**src/hdl/uxe_pkg.sv**
```systemverilog
// Shared types, constants and lookup functions for the UTF-8 aware XML escaper.
`timescale 1ns / 1ps
package uxe_pkg;

	localparam int BYTE_W        = 8;
	localparam int HELD_DEPTH    = 5;
	localparam int CNT_W         = 3;
	localparam int JOB_DEPTH_DEF = 2;

	// Characters that need an entity
	localparam logic [BYTE_W-1:0] CH_AMP  = 8'h26;
	localparam logic [BYTE_W-1:0] CH_LT   = 8'h3C;
	localparam logic [BYTE_W-1:0] CH_GT   = 8'h3E;
	localparam logic [BYTE_W-1:0] CH_APOS = 8'h27;
	localparam logic [BYTE_W-1:0] CH_QUOT = 8'h22;

	typedef enum logic [1:0] {
		JOB_BYTE,
		JOB_ENT,
		JOB_FLUSH,
		JOB_TRUNC
	} job_kind_t;

	typedef enum logic [2:0] {
		ENT_AMP,
		ENT_LT,
		ENT_GT,
		ENT_APOS,
		ENT_QUOT
	} ent_code_t;

	// One classified request handed from the front to the back
	typedef struct packed {
		job_kind_t                           kind;
		ent_code_t                           ent;
		logic [BYTE_W-1:0]                   data;
		logic [CNT_W-1:0]                    held_n;
		logic [HELD_DEPTH-1:0][BYTE_W-1:0]   held;
		logic                                last;
	} job_t;

	// Character length announced by a lead byte
	function automatic logic [CNT_W-1:0] lead_length(input logic [BYTE_W-1:0] b);
		logic [CNT_W-1:0] len;
		if (b inside {[8'hC0:8'hDF]}) begin
			len = 3'd2;
		end else if (b inside {[8'hE0:8'hEF]}) begin
			len = 3'd3;
		end else if (b inside {[8'hF0:8'hF7]}) begin
			len = 3'd4;
		end else if (b inside {[8'hF8:8'hFB]}) begin
			len = 3'd5;
		end else if (b inside {[8'hFC:8'hFD]}) begin
			len = 3'd6;
		end else begin
			len = 3'd1;
		end
		return len;
	endfunction

	// Number of bytes in an entity
	function automatic logic [CNT_W-1:0] ent_len(input ent_code_t code);
		logic [CNT_W-1:0] len;
		case (code)
			ENT_AMP:  len = 3'd5;
			ENT_LT:   len = 3'd4;
			ENT_GT:   len = 3'd4;
			ENT_APOS: len = 3'd6;
			ENT_QUOT: len = 3'd6;
			default:  len = 3'd1;
		endcase
		return len;
	endfunction

	// Byte idx of an entity text
	function automatic logic [BYTE_W-1:0] ent_char(input ent_code_t code,
		input logic [CNT_W-1:0] idx);
		logic [BYTE_W-1:0] c;
		c = ";";
		case (code)
			ENT_AMP: begin
				case (idx)
					3'd0:    c = "&";
					3'd1:    c = "a";
					3'd2:    c = "m";
					3'd3:    c = "p";
					default: c = ";";
				endcase
			end
			ENT_LT: begin
				case (idx)
					3'd0:    c = "&";
					3'd1:    c = "l";
					3'd2:    c = "t";
					default: c = ";";
				endcase
			end
			ENT_GT: begin
				case (idx)
					3'd0:    c = "&";
					3'd1:    c = "g";
					3'd2:    c = "t";
					default: c = ";";
				endcase
			end
			ENT_APOS: begin
				case (idx)
					3'd0:    c = "&";
					3'd1:    c = "a";
					3'd2:    c = "p";
					3'd3:    c = "o";
					3'd4:    c = "s";
					default: c = ";";
				endcase
			end
			ENT_QUOT: begin
				case (idx)
					3'd0:    c = "&";
					3'd1:    c = "q";
					3'd2:    c = "u";
					3'd3:    c = "o";
					3'd4:    c = "t";
					default: c = ";";
				endcase
			end
			default: c = ";";
		endcase
		return c;
	endfunction

endpackage

```
**src/hdl/utf8_aware_xml_escaper_unit.sv**
```systemverilog
// Top level of the UTF-8 aware XML escaper.
// Input channel: one raw byte per request (in_byte, last_byte on the final byte of a
// string); a request is taken at a clock edge with push high and full low.
// Output channel: escaped bytes, oldest first; the head is on out_byte and the flags
// while empty is low and is taken at an edge with pop high and empty low.
// Each input byte goes through the front end, which holds the bytes of a multi-byte
// character until it is complete, then into a small request queue (JOB_DEPTH entries).
// The back end turns one request into its bytes, one per cycle unless pop stalls it,
// into the result reg. A taken byte goes through the queue to the result register.
// One input byte per cycle is taken while every byte maps to one output byte and pop
// stays high. An entity becomes 4 to 6 output bytes, a completed character of n bytes
// becomes n bytes; full rises while the queue holds JOB_DEPTH pending requests.
// A byte that only extends a pending character produces nothing.
// When pop is low with a result waiting, the result register holds and the back end
// stops; the queue keeps taking input until it fills.
// Reset (arst_n low) empties the queue and result register and drops any pending
// character; there is no clearing pass.
`timescale 1ns / 1ps
module utf8_aware_xml_escaper_unit #(
	parameter int JOB_DEPTH = uxe_pkg::JOB_DEPTH_DEF
) (
	input  logic                       clk,
	input  logic                       arst_n,
	input  logic                       push,
	output logic                       full,
	input  logic [uxe_pkg::BYTE_W-1:0] in_byte,
	input  logic                       last_byte,
	input  logic                       pop,
	output logic                       empty,
	output logic [uxe_pkg::BYTE_W-1:0] out_byte,
	output logic                       byte_valid,
	output logic                       run_last,
	output logic                       string_end,
	output logic                       truncated
);
	import uxe_pkg::*;

	job_t front_job;
	job_t head_job;
	logic front_push;
	logic q_empty;
	logic q_full;
	logic back_pop;

	assign full = q_full;

	uxe_front u_front (
		.clk       (clk),
		.arst_n    (arst_n),
		.push      (push),
		.in_byte   (in_byte),
		.last_byte (last_byte),
		.q_full    (q_full),
		.job       (front_job),
		.job_push  (front_push)
	);

	uxe_queue #(
		.DEPTH (JOB_DEPTH)
	) u_queue (
		.clk    (clk),
		.arst_n (arst_n),
		.wr     (front_push),
		.din    (front_job),
		.rd     (back_pop),
		.dout   (head_job),
		.empty  (q_empty),
		.full   (q_full)
	);

	uxe_back u_back (
		.clk        (clk),
		.arst_n     (arst_n),
		.job        (head_job),
		.job_valid  (~q_empty),
		.job_pop    (back_pop),
		.pop        (pop),
		.empty      (empty),
		.out_byte   (out_byte),
		.byte_valid (byte_valid),
		.run_last   (run_last),
		.string_end (string_end),
		.truncated  (truncated)
	);

endmodule

```
**src/hdl/uxe_front.sv**
```systemverilog
// Front end: groups input bytes into characters and classifies each request.
`timescale 1ns / 1ps
module uxe_front (
	input  logic                       clk,
	input  logic                       arst_n,
	input  logic                       push,
	input  logic [uxe_pkg::BYTE_W-1:0] in_byte,
	input  logic                       last_byte,
	input  logic                       q_full,
	output uxe_pkg::job_t              job,
	output logic                       job_push
);
	import uxe_pkg::*;

	logic [HELD_DEPTH-1:0][BYTE_W-1:0] held_q;
	logic [CNT_W-1:0]                  held_count_q;
	logic [CNT_W-1:0]                  char_len_q;

	logic             accept;
	logic             job_vld;
	logic             wr_en;
	logic [CNT_W-1:0] wr_idx;
	logic [CNT_W-1:0] cnt_d;
	logic [CNT_W-1:0] len_d;
	logic [CNT_W-1:0] lead;

	assign accept = push & ~q_full;

	// Classify the incoming byte against the pending character
	always_comb begin
		cnt_d       = held_count_q;
		len_d       = char_len_q;
		wr_en       = 1'b0;
		wr_idx      = held_count_q;
		job_vld     = 1'b1;
		lead        = lead_length(in_byte);
		job.kind    = JOB_BYTE;
		job.ent     = ENT_AMP;
		job.data    = in_byte;
		job.held_n  = held_count_q;
		job.held    = held_q;
		job.last    = last_byte;
		if (held_count_q == '0) begin
			if (lead == 3'd1) begin
				case (in_byte)
					CH_AMP: begin
						job.kind = JOB_ENT;
						job.ent  = ENT_AMP;
					end
					CH_LT: begin
						job.kind = JOB_ENT;
						job.ent  = ENT_LT;
					end
					CH_GT: begin
						job.kind = JOB_ENT;
						job.ent  = ENT_GT;
					end
					CH_APOS: begin
						job.kind = JOB_ENT;
						job.ent  = ENT_APOS;
					end
					CH_QUOT: begin
						job.kind = JOB_ENT;
						job.ent  = ENT_QUOT;
					end
					default: job.kind = JOB_BYTE;
				endcase
			end else begin
				wr_en   = 1'b1;
				wr_idx  = '0;
				cnt_d   = 3'd1;
				len_d   = lead;
				job_vld = 1'b0;
			end
		end else if (({1'b0, held_count_q} + 4'd1) >= {1'b0, char_len_q}) begin
			job.kind = JOB_FLUSH;
			cnt_d    = '0;
			len_d    = '0;
		end else begin
			wr_en   = 1'b1;
			cnt_d   = held_count_q + 3'd1;
			job_vld = 1'b0;
		end
		// string ends inside a character: drop it
		if (last_byte && (cnt_d != '0)) begin
			job.kind = JOB_TRUNC;
			job_vld  = 1'b1;
			cnt_d    = '0;
			len_d    = '0;
		end
	end

	assign job_push = accept & job_vld;

	// Pending-character counters
	always_ff @(posedge clk or negedge arst_n) begin
		if (!arst_n) begin
			held_count_q <= '0;
			char_len_q   <= '0;
		end else if (accept) begin
			held_count_q <= cnt_d;
			char_len_q   <= len_d;
		end
	end

	// Held bytes of the pending character
	always_ff @(posedge clk) begin
		if (accept && wr_en) begin
			held_q[wr_idx] <= in_byte;
		end
	end

	a_held_below_len: assert property (@(posedge clk) disable iff (!arst_n)
		(held_count_q != '0) |-> ((held_count_q < char_len_q) && (char_len_q <= 3'd6)))
		else $error("pending byte count not below character length");

endmodule

```
**src/hdl/uxe_queue.sv**
```systemverilog
// Short request queue between the front end and the back end.
`timescale 1ns / 1ps
module uxe_queue #(
	parameter int DEPTH = uxe_pkg::JOB_DEPTH_DEF
) (
	input  logic          clk,
	input  logic          arst_n,
	input  logic          wr,
	input  uxe_pkg::job_t din,
	input  logic          rd,
	output uxe_pkg::job_t dout,
	output logic          empty,
	output logic          full
);
	import uxe_pkg::*;

	localparam int PTR_W = (DEPTH > 1) ? $clog2(DEPTH) : 1;
	localparam int CNT_W_Q = $clog2(DEPTH + 1);
	localparam logic [PTR_W-1:0]   LAST_PTR = PTR_W'(DEPTH - 1);
	localparam logic [CNT_W_Q-1:0] FULL_CNT = CNT_W_Q'(DEPTH);

	job_t                mem_q [DEPTH];
	logic [PTR_W-1:0]    wr_ptr_q;
	logic [PTR_W-1:0]    rd_ptr_q;
	logic [CNT_W_Q-1:0]  count_q;
	logic                do_wr;
	logic                do_rd;

	assign empty = (count_q == '0);
	assign full  = (count_q == FULL_CNT);
	assign do_wr = wr & ~full;
	assign do_rd = rd & ~empty;
	assign dout  = mem_q[rd_ptr_q];

	// Pointers and fill level
	always_ff @(posedge clk or negedge arst_n) begin
		if (!arst_n) begin
			wr_ptr_q <= '0;
			rd_ptr_q <= '0;
			count_q  <= '0;
		end else begin
			if (do_wr) begin
				wr_ptr_q <= (wr_ptr_q == LAST_PTR) ? '0 : wr_ptr_q + 1'b1;
			end
			if (do_rd) begin
				rd_ptr_q <= (rd_ptr_q == LAST_PTR) ? '0 : rd_ptr_q + 1'b1;
			end
			case ({do_wr, do_rd})
				2'b10:   count_q <= count_q + 1'b1;
				2'b01:   count_q <= count_q - 1'b1;
				default: count_q <= count_q;
			endcase
		end
	end

	// Storage
	always_ff @(posedge clk) begin
		if (do_wr) begin
			mem_q[wr_ptr_q] <= din;
		end
	end

	a_no_overflow: assert property (@(posedge clk) disable iff (!arst_n)
		count_q <= FULL_CNT)
		else $error("request queue over its depth");

endmodule

```
**src/hdl/uxe_back.sv**
```systemverilog
// Back end: expands each request into output bytes and holds the result register.
`timescale 1ns / 1ps
module uxe_back (
	input  logic                       clk,
	input  logic                       arst_n,
	input  uxe_pkg::job_t              job,
	input  logic                       job_valid,
	output logic                       job_pop,
	input  logic                       pop,
	output logic                       empty,
	output logic [uxe_pkg::BYTE_W-1:0] out_byte,
	output logic                       byte_valid,
	output logic                       run_last,
	output logic                       string_end,
	output logic                       truncated
);
	import uxe_pkg::*;

	logic [CNT_W-1:0]  idx_q;
	logic              out_valid_q;
	logic [BYTE_W-1:0] out_byte_q;
	logic              byte_valid_q;
	logic              run_last_q;
	logic              string_end_q;
	logic              truncated_q;

	logic [CNT_W-1:0]  len;
	logic [BYTE_W-1:0] nxt_byte;
	logic              nxt_valid;
	logic              nxt_trunc;
	logic              nxt_last;
	logic              advance;
	logic              taken;

	// Length and current byte of the request at the head of the queue
	always_comb begin
		nxt_byte  = job.data;
		nxt_valid = 1'b1;
		nxt_trunc = 1'b0;
		case (job.kind)
			JOB_BYTE: len = 3'd1;
			JOB_ENT: begin
				len      = ent_len(job.ent);
				nxt_byte = ent_char(job.ent, idx_q);
			end
			JOB_FLUSH: begin
				len = job.held_n + 3'd1;
				if (idx_q < job.held_n) begin
					nxt_byte = job.held[idx_q];
				end
			end
			JOB_TRUNC: begin
				len       = 3'd1;
				nxt_byte  = '0;
				nxt_valid = 1'b0;
				nxt_trunc = 1'b1;
			end
			default: len = 3'd1;
		endcase
		nxt_last = (idx_q == (len - 3'd1));
	end

	assign taken   = out_valid_q & pop;
	assign advance = job_valid & (~out_valid_q | pop);
	assign job_pop = advance & nxt_last;

	// Byte index within the current request
	always_ff @(posedge clk or negedge arst_n) begin
		if (!arst_n) begin
			idx_q       <= '0;
			out_valid_q <= 1'b0;
		end else begin
			if (advance) begin
				idx_q <= nxt_last ? '0 : idx_q + 3'd1;
			end
			if (advance) begin
				out_valid_q <= 1'b1;
			end else if (taken) begin
				out_valid_q <= 1'b0;
			end
		end
	end

	// Result register
	always_ff @(posedge clk) begin
		if (advance) begin
			out_byte_q   <= nxt_byte;
			byte_valid_q <= nxt_valid;
			run_last_q   <= nxt_last;
			string_end_q <= nxt_last & job.last;
			truncated_q  <= nxt_trunc;
		end
	end

	assign empty      = ~out_valid_q;
	assign out_byte   = out_byte_q;
	assign byte_valid = byte_valid_q;
	assign run_last   = run_last_q;
	assign string_end = string_end_q;
	assign truncated  = truncated_q;

	a_idx_in_range: assert property (@(posedge clk) disable iff (!arst_n)
		job_valid |-> (idx_q < len))
		else $error("byte index past request length");

	a_end_is_run_last: assert property (@(posedge clk) disable iff (!arst_n)
		(out_valid_q && string_end_q) |-> run_last_q)
		else $error("string end without run end");

	a_trunc_alone: assert property (@(posedge clk) disable iff (!arst_n)
		(out_valid_q && truncated_q) |-> (!byte_valid_q && run_last_q && string_end_q))
		else $error("truncation result malformed");

endmodule
```
**config.mk**
```make
export PLATFORM = sky130hd
export DESIGN_NAME = utf8_aware_xml_escaper_unit
export DESIGN_NICKNAME = d
export VERILOG_FILES = /design/src/hdl/uxe_pkg.sv /design/src/hdl/utf8_aware_xml_escaper_unit.sv /design/src/hdl/uxe_front.sv /design/src/hdl/uxe_queue.sv /design/src/hdl/uxe_back.sv
export SDC_FILE = /design/constraint.sdc
export NUM_CORES = 1
export LEC_CHECK = 0
export BUFFER_PORTS_ARGS = -buffer_cell sky130_fd_sc_hd__buf_2
export CAP_MARGIN = 30
export CORE_ASPECT_RATIO = 0.9
export CORE_MARGIN = 5
export CORE_UTILIZATION = 55
export DETAILED_ROUTE_END_ITERATION = 10
export PLACE_DENSITY = 0.77
export SETUP_SLACK_MARGIN = 0.05
export SYNTH_ARGS = -nofsm -noshare
export SYNTH_HDL_FRONTEND = slang
export SYNTH_SLANG_ARGS = --single-unit
```
**constraint.sdc**
```tcl
create_clock -name clk -period 7.9 [get_ports clk]
set_input_delay 1.185 -clock clk [delete_from_list [all_inputs] [get_ports clk]]
set_output_delay 1.185 -clock clk [all_outputs]
set_load 0.02 [all_outputs]
```
== Word level (Yosys, flattened, before mapping) ==
Memory sizes are Yosys's and may differ from the RTL's.
Cells that the tools add are included.

* $add $sub $neg: 9
* Magnitude comparators: 15
* Eq/ne operators: 22
* Mux-type cells: 54
* Bitwise operators: 12
* Reductions and logical operators: 22

{| class="wikitable"
|+ Operator list
! kind !! count
|-
| $pmux 7 s5 || 2
|-
| $mux 3 || 17
|-
| $pmux 7 s3 || 2
|-
| $bwmux 40 || 1
|-
| $eq 8x6->1 const B || 5
|-
| $ge 8x8->1 const B || 5
|-
| $le 8x8->1 const B || 5
|-
| $pmux 8 s5 || 1
|-
| $pmux 7 s4 || 1
|-
| $bmux 8 s3 || 1
|-
| $demux 8 s3 || 1
|-
| $mux 8 || 3
|-
| $pmux 8 s3 || 1
|-
| $pmux 3 s3 || 2
|-
| $mux 1 || 16
|-
| $eq 3x2->1 const B || 4
|-
| $pmux 3 s4 || 1
|-
| $add 3x1->3 const B || 3
|-
| $eq 3x1->1 const B || 3
|-
| $logic_not 3->1 || 3
|-
| $and 1x1->1 || 8
|-
| $eq 2x2->1 const B || 4
|-
| $logic_and 1x1->1 || 8
|-
| $lt 3x4->1 const B || 2
|-
| other kinds (23) || 35
|}

* Register bits after elaboration: 66
* Bits in writable memories: 114
* Bits of input ports: 13
* Output and inout bits: 14
* Memories kept: 1

{| class="wikitable"
|+ Memory list
! name !! depth !! bits a word !! rd ports !! clocked after memory_dff !! wr ports !! line !! RTL
|-
| u_queue.mem_q || 2 || 57 || 1 || 0 || 1 || uxe_queue.sv:22 || <nowiki>job_t mem_q [DEPTH];</nowiki>
|}

== Longest topological paths before layout ==
* Word-level depth: 17
* Gate-level depth with buffers: 21
* Gate-level depth less buffers: 16

== Cells and area by module ==
A second synthesis with hierarchy kept.

* Cell total of the unflattened synthesis: 546
* Area total of the unflattened synthesis: 8,182.8 um^2

{| class="wikitable"
|+ By module, submodules not included
! module !! times used !! cells each !! area an instance (um^2) !! seq. area each (um^2)
|-
| uxe_queue || 1 || 195 || 4,383.0 || 3,523.4
|-
| uxe_front || 1 || 145 || 1,984.4 || 1,351.3
|-
| uxe_back || 1 || 205 || 1,811.7 || 460.4
|-
| utf8_aware_xml_escaper_unit || 1 || 1 || 3.8 || 0.0
|}

== Worst setup path after synthesis ==
No wires, ideal clock.

* Path type: register to register
* Start point: reg u_front.held_count_q[0]
* End point: mem u_queue.mem_q[0][0] (netlist bit) (enable)
* Library setup time: 0.472 ns
* Data arrival time: 4.592 ns
* Setup slack: 2.836 ns
* Cell stages (with the launch flop): 11
* Clock period less this slack: 5.064 ns
* Cell sequence: dfrtp_1 -> clkbuf_1 -> inv_1 -> ha_1 -> ha_1 -> nand2_1 -> o21ai_1 -> a311oi_1 -> a21o_1 -> a21o_4 -> nor2_1

* Cells in the longest elaborated chain, start to end: 11
* Elaborated cells on any way between the ends: 16

{| class="wikitable"
|+ Ends and longest elaborated chain
! what !! line !! RTL
|-
| start: declaration || uxe_front.sv:16 || <nowiki>logic [CNT_W-1:0] held_count_q;</nowiki>
|-
| start signal: assignment || uxe_front.sv:101 || <nowiki>held_count_q <= cnt_d;</nowiki>
|-
| $add 3x1->4 || uxe_front.sv:75 || <nowiki>end else if (({1'b0, held_count_q} + 4'd1) >= {1'b0, char_len_q}) begin</nowiki>
|-
| $ge 4x3->1 || uxe_front.sv:75 ||
|-
| $mux 3 || uxe_front.sv:75 ||
|-
| $mux 3 || uxe_front.sv:43 || <nowiki>if (held_count_q == '0) begin</nowiki>
|-
| $reduce_bool 3->1 || uxe_front.sv:85 || <nowiki>if (last_byte && (cnt_d != '0)) begin</nowiki>
|-
| $logic_and 1x1->1 || uxe_front.sv:85 ||
|-
| $mux 1 (*) || uxe_front.sv:85 ||
|-
| $and 1x1->1 (*) || uxe_front.sv:93 || <nowiki>assign job_push = accept & job_vld;</nowiki>
|-
| $and 1x1->1 (*) || uxe_queue.sv:31 || <nowiki>assign do_wr = wr & ~full;</nowiki>
|-
| $mux 1 (*) || uxe_queue.sv:58 || <nowiki>if (do_wr) begin</nowiki>
|-
| $mux 1 (implied by the code) (*) || uxe_queue.sv:59 || <nowiki>mem_q[wr_ptr_q] <= din;</nowiki>
|-
| end: declaration || uxe_queue.sv:22 ||
|}

Every way passes the cells marked *; elsewhere a longest branch is shown, timed or not.

== Final worst setup path ==
* Start point: reg u_queue.rd_ptr_q
* End point: reg u_queue.count_q[1]

* Cells in the longest elaborated chain, start to end: 11
* Elaborated cells on any way between the ends: 24

{| class="wikitable"
|+ Ends and longest elaborated chain
! what !! line !! RTL
|-
| start: declaration || uxe_queue.sv:24 || <nowiki>logic [PTR_W-1:0] rd_ptr_q;</nowiki>
|-
| start signal: assignment || uxe_queue.sv:46 || <nowiki>rd_ptr_q <= (rd_ptr_q == LAST_PTR) ? '0 : rd_ptr_q + 1'b1;</nowiki>
|-
| $mem_v2 2x57 (*) || - ||
|-
| $eq 3x2->1, or another cell as far along || uxe_pkg.sv:64 || <nowiki>case (code)</nowiki>
|-
| $reduce_or 2->1 (no source line) || - ||
|-
| $pmux 3 s3 || uxe_pkg.sv:64 ||
|-
| $pmux 3 s3 (*) || uxe_back.sv:40 || <nowiki>case (job.kind)</nowiki>
|-
| $sub 3x1->3 (*) || uxe_back.sv:60 || <nowiki>nxt_last = (idx_q == (len - 3'd1));</nowiki>
|-
| $eq 3x3->1 (*) || uxe_back.sv:60 ||
|-
| $and 1x1->1 (*) || uxe_back.sv:65 || <nowiki>assign job_pop = advance & nxt_last;</nowiki>
|-
| $and 1x1->1 (*) || uxe_queue.sv:32 || <nowiki>assign do_rd = rd & ~empty;</nowiki>
|-
| net u_queue.do_rd || uxe_queue.sv:27 || <nowiki>logic do_rd;</nowiki>
|-
| $eq 2x1->1 / $eq 2x2->1 (equally long branches) || uxe_queue.sv:48 || <nowiki>case ({do_wr, do_rd})</nowiki>
|-
| $pmux 2 s2 / $reduce_bool 2->1 (equally long branches) || - ||
|-
| end signal: assignment || uxe_queue.sv:49 || <nowiki>2'b10: count_q <= count_q + 1'b1;</nowiki>
|-
| end signal: assignment || uxe_queue.sv:50 || <nowiki>2'b01: count_q <= count_q - 1'b1;</nowiki>
|-
| end signal: assignment || uxe_queue.sv:51 || <nowiki>default: count_q <= count_q;</nowiki>
|-
| end: declaration || uxe_queue.sv:25 || <nowiki>logic [CNT_W_Q-1:0] count_q;</nowiki>
|}

Mark *: on every way through the listed nets, which the timed path passes. The rest lies on a longest branch.
A chain may end at the register's enable or synchronous reset.

==> flow_metrics.env <==
export IMPL_outcome="finished, final reports clean"
export IMPL_drc=0
export IMPL_n_fill_cell=1045
export IMPL_start_util_pct=56.2
export IMPL_synth_edf_count=166
export IMPL_synth_cell_types=70
export IMPL_cp_max_fo=52
export IMPL_p_sw_share_pct=37.0
export IMPL_areaGrowthSynthToFinish_pct=11.9
export IMPL_grt_first_pass_wirelength_um=24900
export IMPL_final_max_slew_viol_count=0
export IMPL_first_pass_iters=5
export IMPL_p_int_mw=2.25
export IMPL_synth_seq_cells=180
export IMPL_synth_main_ff_cell="edfxtp_1"
export IMPL_chipWidth_um=136
export IMPL_avgSynthCellArea_um2=15.1
export IMPL_post_cts_buffers=0
export IMPL_routed_via_density=6.03
export IMPL_ctsResizeCount=0
export IMPL_rows=41
export IMPL_clock_path_buffers=2
export IMPL_postSynthCellCount=525
export IMPL_pwr_density_cell_nw_per_um2=403
export IMPL_slew_headroom_pct=41.3
export IMPL_hold_ws_ns=0.446
export IMPL_grt_total_usage_pct=20.1
export IMPL_arrival_ns=4.62
export IMPL_stdcell_area_um2=8850
export IMPL_hold_path_class="reg2reg"
export IMPL_dr_total_vias=4607
export IMPL_h_tree_depth=4
export IMPL_die_area_um2=16900
export IMPL_finalCriticalPeriod_ns=4.27
export IMPL_antenna_cells=0
export IMPL_synth_seq_area_share_pct=67.5
export IMPL_hold_viol=0
export IMPL_instances_no_fill=764
export IMPL_post_route_cells_drive_above_1_share_pct=18.2
export IMPL_synthesis_area_um2=7910
export IMPL_setup_violations_final=0
export IMPL_wl_um=15900
export IMPL_cp_end_kind="flop"
export IMPL_drv_cap=0
export IMPL_cts_tree="built"
export IMPL_core_area_um2=14100
export IMPL_first_global_vias=4617
export IMPL_place_hpwl_um=10100
export IMPL_die_h_um=124
export IMPL_crit_type="reg2reg"
export IMPL_leakage_nw=3.16
export IMPL_cts_hold_buf=0
export IMPL_worst_pin_slew_ns=0.881
export IMPL_gr_total_overflow=0
export IMPL_final_cell_mix="166 x edfxtp_1, 35 x nor2_1, 26 x nand2_1, 26 x buf_2, 24 x mux2i_1"
export IMPL_min_period_over_period_pct=54.0
export IMPL_rsz0062_at_grt="false"
export IMPL_cp_start_kind="flop"
export IMPL_worstPathRequired_ns=8.25
export IMPL_synth_top_area_share_pct=63.1
export IMPL_grt_max_degree=58
export IMPL_cts_sink_count=180
export IMPL_clock_fmax_mhz=234
export IMPL_routedWlPerCell_um=20.8
export IMPL_fin_setup_tns_ns=0
export IMPL_power_switching_mw=1.32
export IMPL_clk_latency_ns=0.43
export IMPL_clock_root_buffer="clkbuf_16"
export IMPL_final_common_cell="edfxtp_1"
export IMPL_drtIter0Drc=396
export IMPL_portBuffers=26
export IMPL_gp_congestion=0.824
export IMPL_cts_clk_slew_worst_paths_ns=0.07
export IMPL_synth_nets=557
export IMPL_io_pin_count=27
export IMPL_skew_ns=0.0113
export IMPL_yosysTopAreaCell="edfxtp_1"
export IMPL_placed_area_um2=8260
export IMPL_p_clk_share_pct=22.6
export IMPL_synth_area_leaders="edfxtp_1 63%, dfrtp_1 4.4%, mux4_2 4.3%"
export IMPL_final_nets=590
export IMPL_ant_nets=0
export IMPL_yosys_warnings=0
export IMPL_cts_buffers=17
export IMPL_antenna_found_initial=0
export IMPL_async_reset_ff_share_pct=7.78
export IMPL_seqPwrFrac_pct=39.3
export IMPL_place_inst=732
export IMPL_p_comb_share_pct=38.1
export IMPL_vdd_drop_max_v=0.000268
layer usage:
| metal | vias to the layer above | wire [um] | GRT usage [%] |
|---|---|---|---|
| li1 | 2110 | - | - |
| met1 | 2310 | 6690 | 26.7 |
| met2 | 165 | 7850 | 32.8 |
| met3 | 22 | 1090 | 4.64 |
| met4 | 0 | 266 | 7.49 |
| met5 | - | 0 | 0 |
power groups by stage:
stage / sequential [mW] / clock, mW / combinational (mW)
after floorplan: 1.44 / 0 / 1.00
final: 1.40 / 0.807 / 1.36
after detailed placement: 1.42 / 0 / 1.35
after global placement: 1.41 / 0 / 1.31
after CTS: 1.40 / 0.822 / 1.36
after global routing: 1.42 / 0.869 / 1.48
metrics by stage:
step / utilization (%) / power [mW] / worst slack, ns
final: 62.9 / 3.57 / 3.63
after global routing: 62.9 / 3.77 / 3.22
after CTS: 62.9 / 3.58 / 3.61
after detailed placement: 58.8 / 2.77 / 3.64
after global placement: 58.6 / 2.72 / 3.94
after floorplan: - / 2.44 / 2.84
critical path: stages (launching register included):
cell,delay [ns]
dfrtp_2,0.34
buf_4,0.65
mux2i_1,0.39
inv_1,0.10
ha_1,0.26
a21boi_0,0.37
nor2_1,0.07
a21oi_1,0.13
ha_1,0.26
xor2_1,0.29
nand3_1,0.12
nor3_1,0.21
nor3_2,0.11
nor3_2,0.26
ha_1,0.30
nor2_1,0.13
xor2_1,0.15
registers in the layout, summed over array words and instances (netlist names):
name and count:
u_queue.mem_q 114, u_front.job 40, u_back.out_byte 8, u_back.idx_q 3, u_front.char_len_q 3, u_front.held_count_q 3, u_queue.count_q 2, u_back.byte_valid 1
u_back.out_valid_q 1, u_back.run_last 1, u_back.string_end 1, u_back.truncated 1, u_queue.rd_ptr_q 1, u_queue.wr_ptr_q 1
layout make-up:
class | count | area (um2) | area share, %
repair buffers | 36 | 213 | 2.40
clock buffers | 17 | 425 | 4.81
inverters | 19 | 71.3 | 0.806
multi-input cells | 304 | 2400 | 27.2
flip-flops and latches | 180 | 5340 | 60.3
clock inverters | 15 | 158 | 1.78
well taps | 193 | 241 | 2.73
synthesized netlist by cell type (all sizes together) (4+ instances only):
master	instances
o211ai	5
nor2b	6
clkbuf	10
nor2	39
nand3	8
a31oi	7
nand2	26
mux4	16
buf	12
nor3	14
o31ai	4
o22ai	5
mux2i	24
xnor2	5
xor2	5
dfrtp	14
inv	19
and2	5
ha	19
o21ai	25
a21o	7
edfxtp	166
a21oi	19
o2bb2ai	4
nand2b	11
o221ai	6
kinds of logic (layout without fill, tap and decap cells):
family / after synthesis / count (layout) / synth area share (%)
AND/OR/NAND/NOR: 122 / 122 / 7.65
AO/OA/AOI/OAI: 110 / 110 / 10.0
multiplexers: 43 / 43 / 8.12
buffers and inverters: 41 / 87 / 2.52
adder cells (fa/ha/maj): 19 / 19 / 3.01
XOR/XNOR: 10 / 10 / 1.20
flip-flops: 180 / 180 / 67.5
path summary, 6_finish.rpt:
check                                                  start                                end  slack, ns  depth (start not counted)
min in group asynchronous                             arst_n  u_front.char_len_q[1]$_DFFE_PN0P_       0.66                          1
worst max-delay path            u_queue.rd_ptr_q$_DFFE_PN0P_     u_queue.count_q[1]$_DFFE_PN0P_       3.63                         16
worst min-delay path               u_front.job[40]$_DFFE_PP_     u_queue.mem_q[1][40]$_DFFE_PP_       0.45                          0
worst min register to register     u_front.job[40]$_DFFE_PP_     u_queue.mem_q[1][40]$_DFFE_PP_       0.45                          0
worst max register to register  u_queue.rd_ptr_q$_DFFE_PN0P_     u_queue.count_q[1]$_DFFE_PN0P_       3.63                         16
max in group asynchronous                             arst_n       u_queue.rd_ptr_q$_DFFE_PN0P_       6.95                          1
No activity file was read; power rests on OpenSTA's default activity.
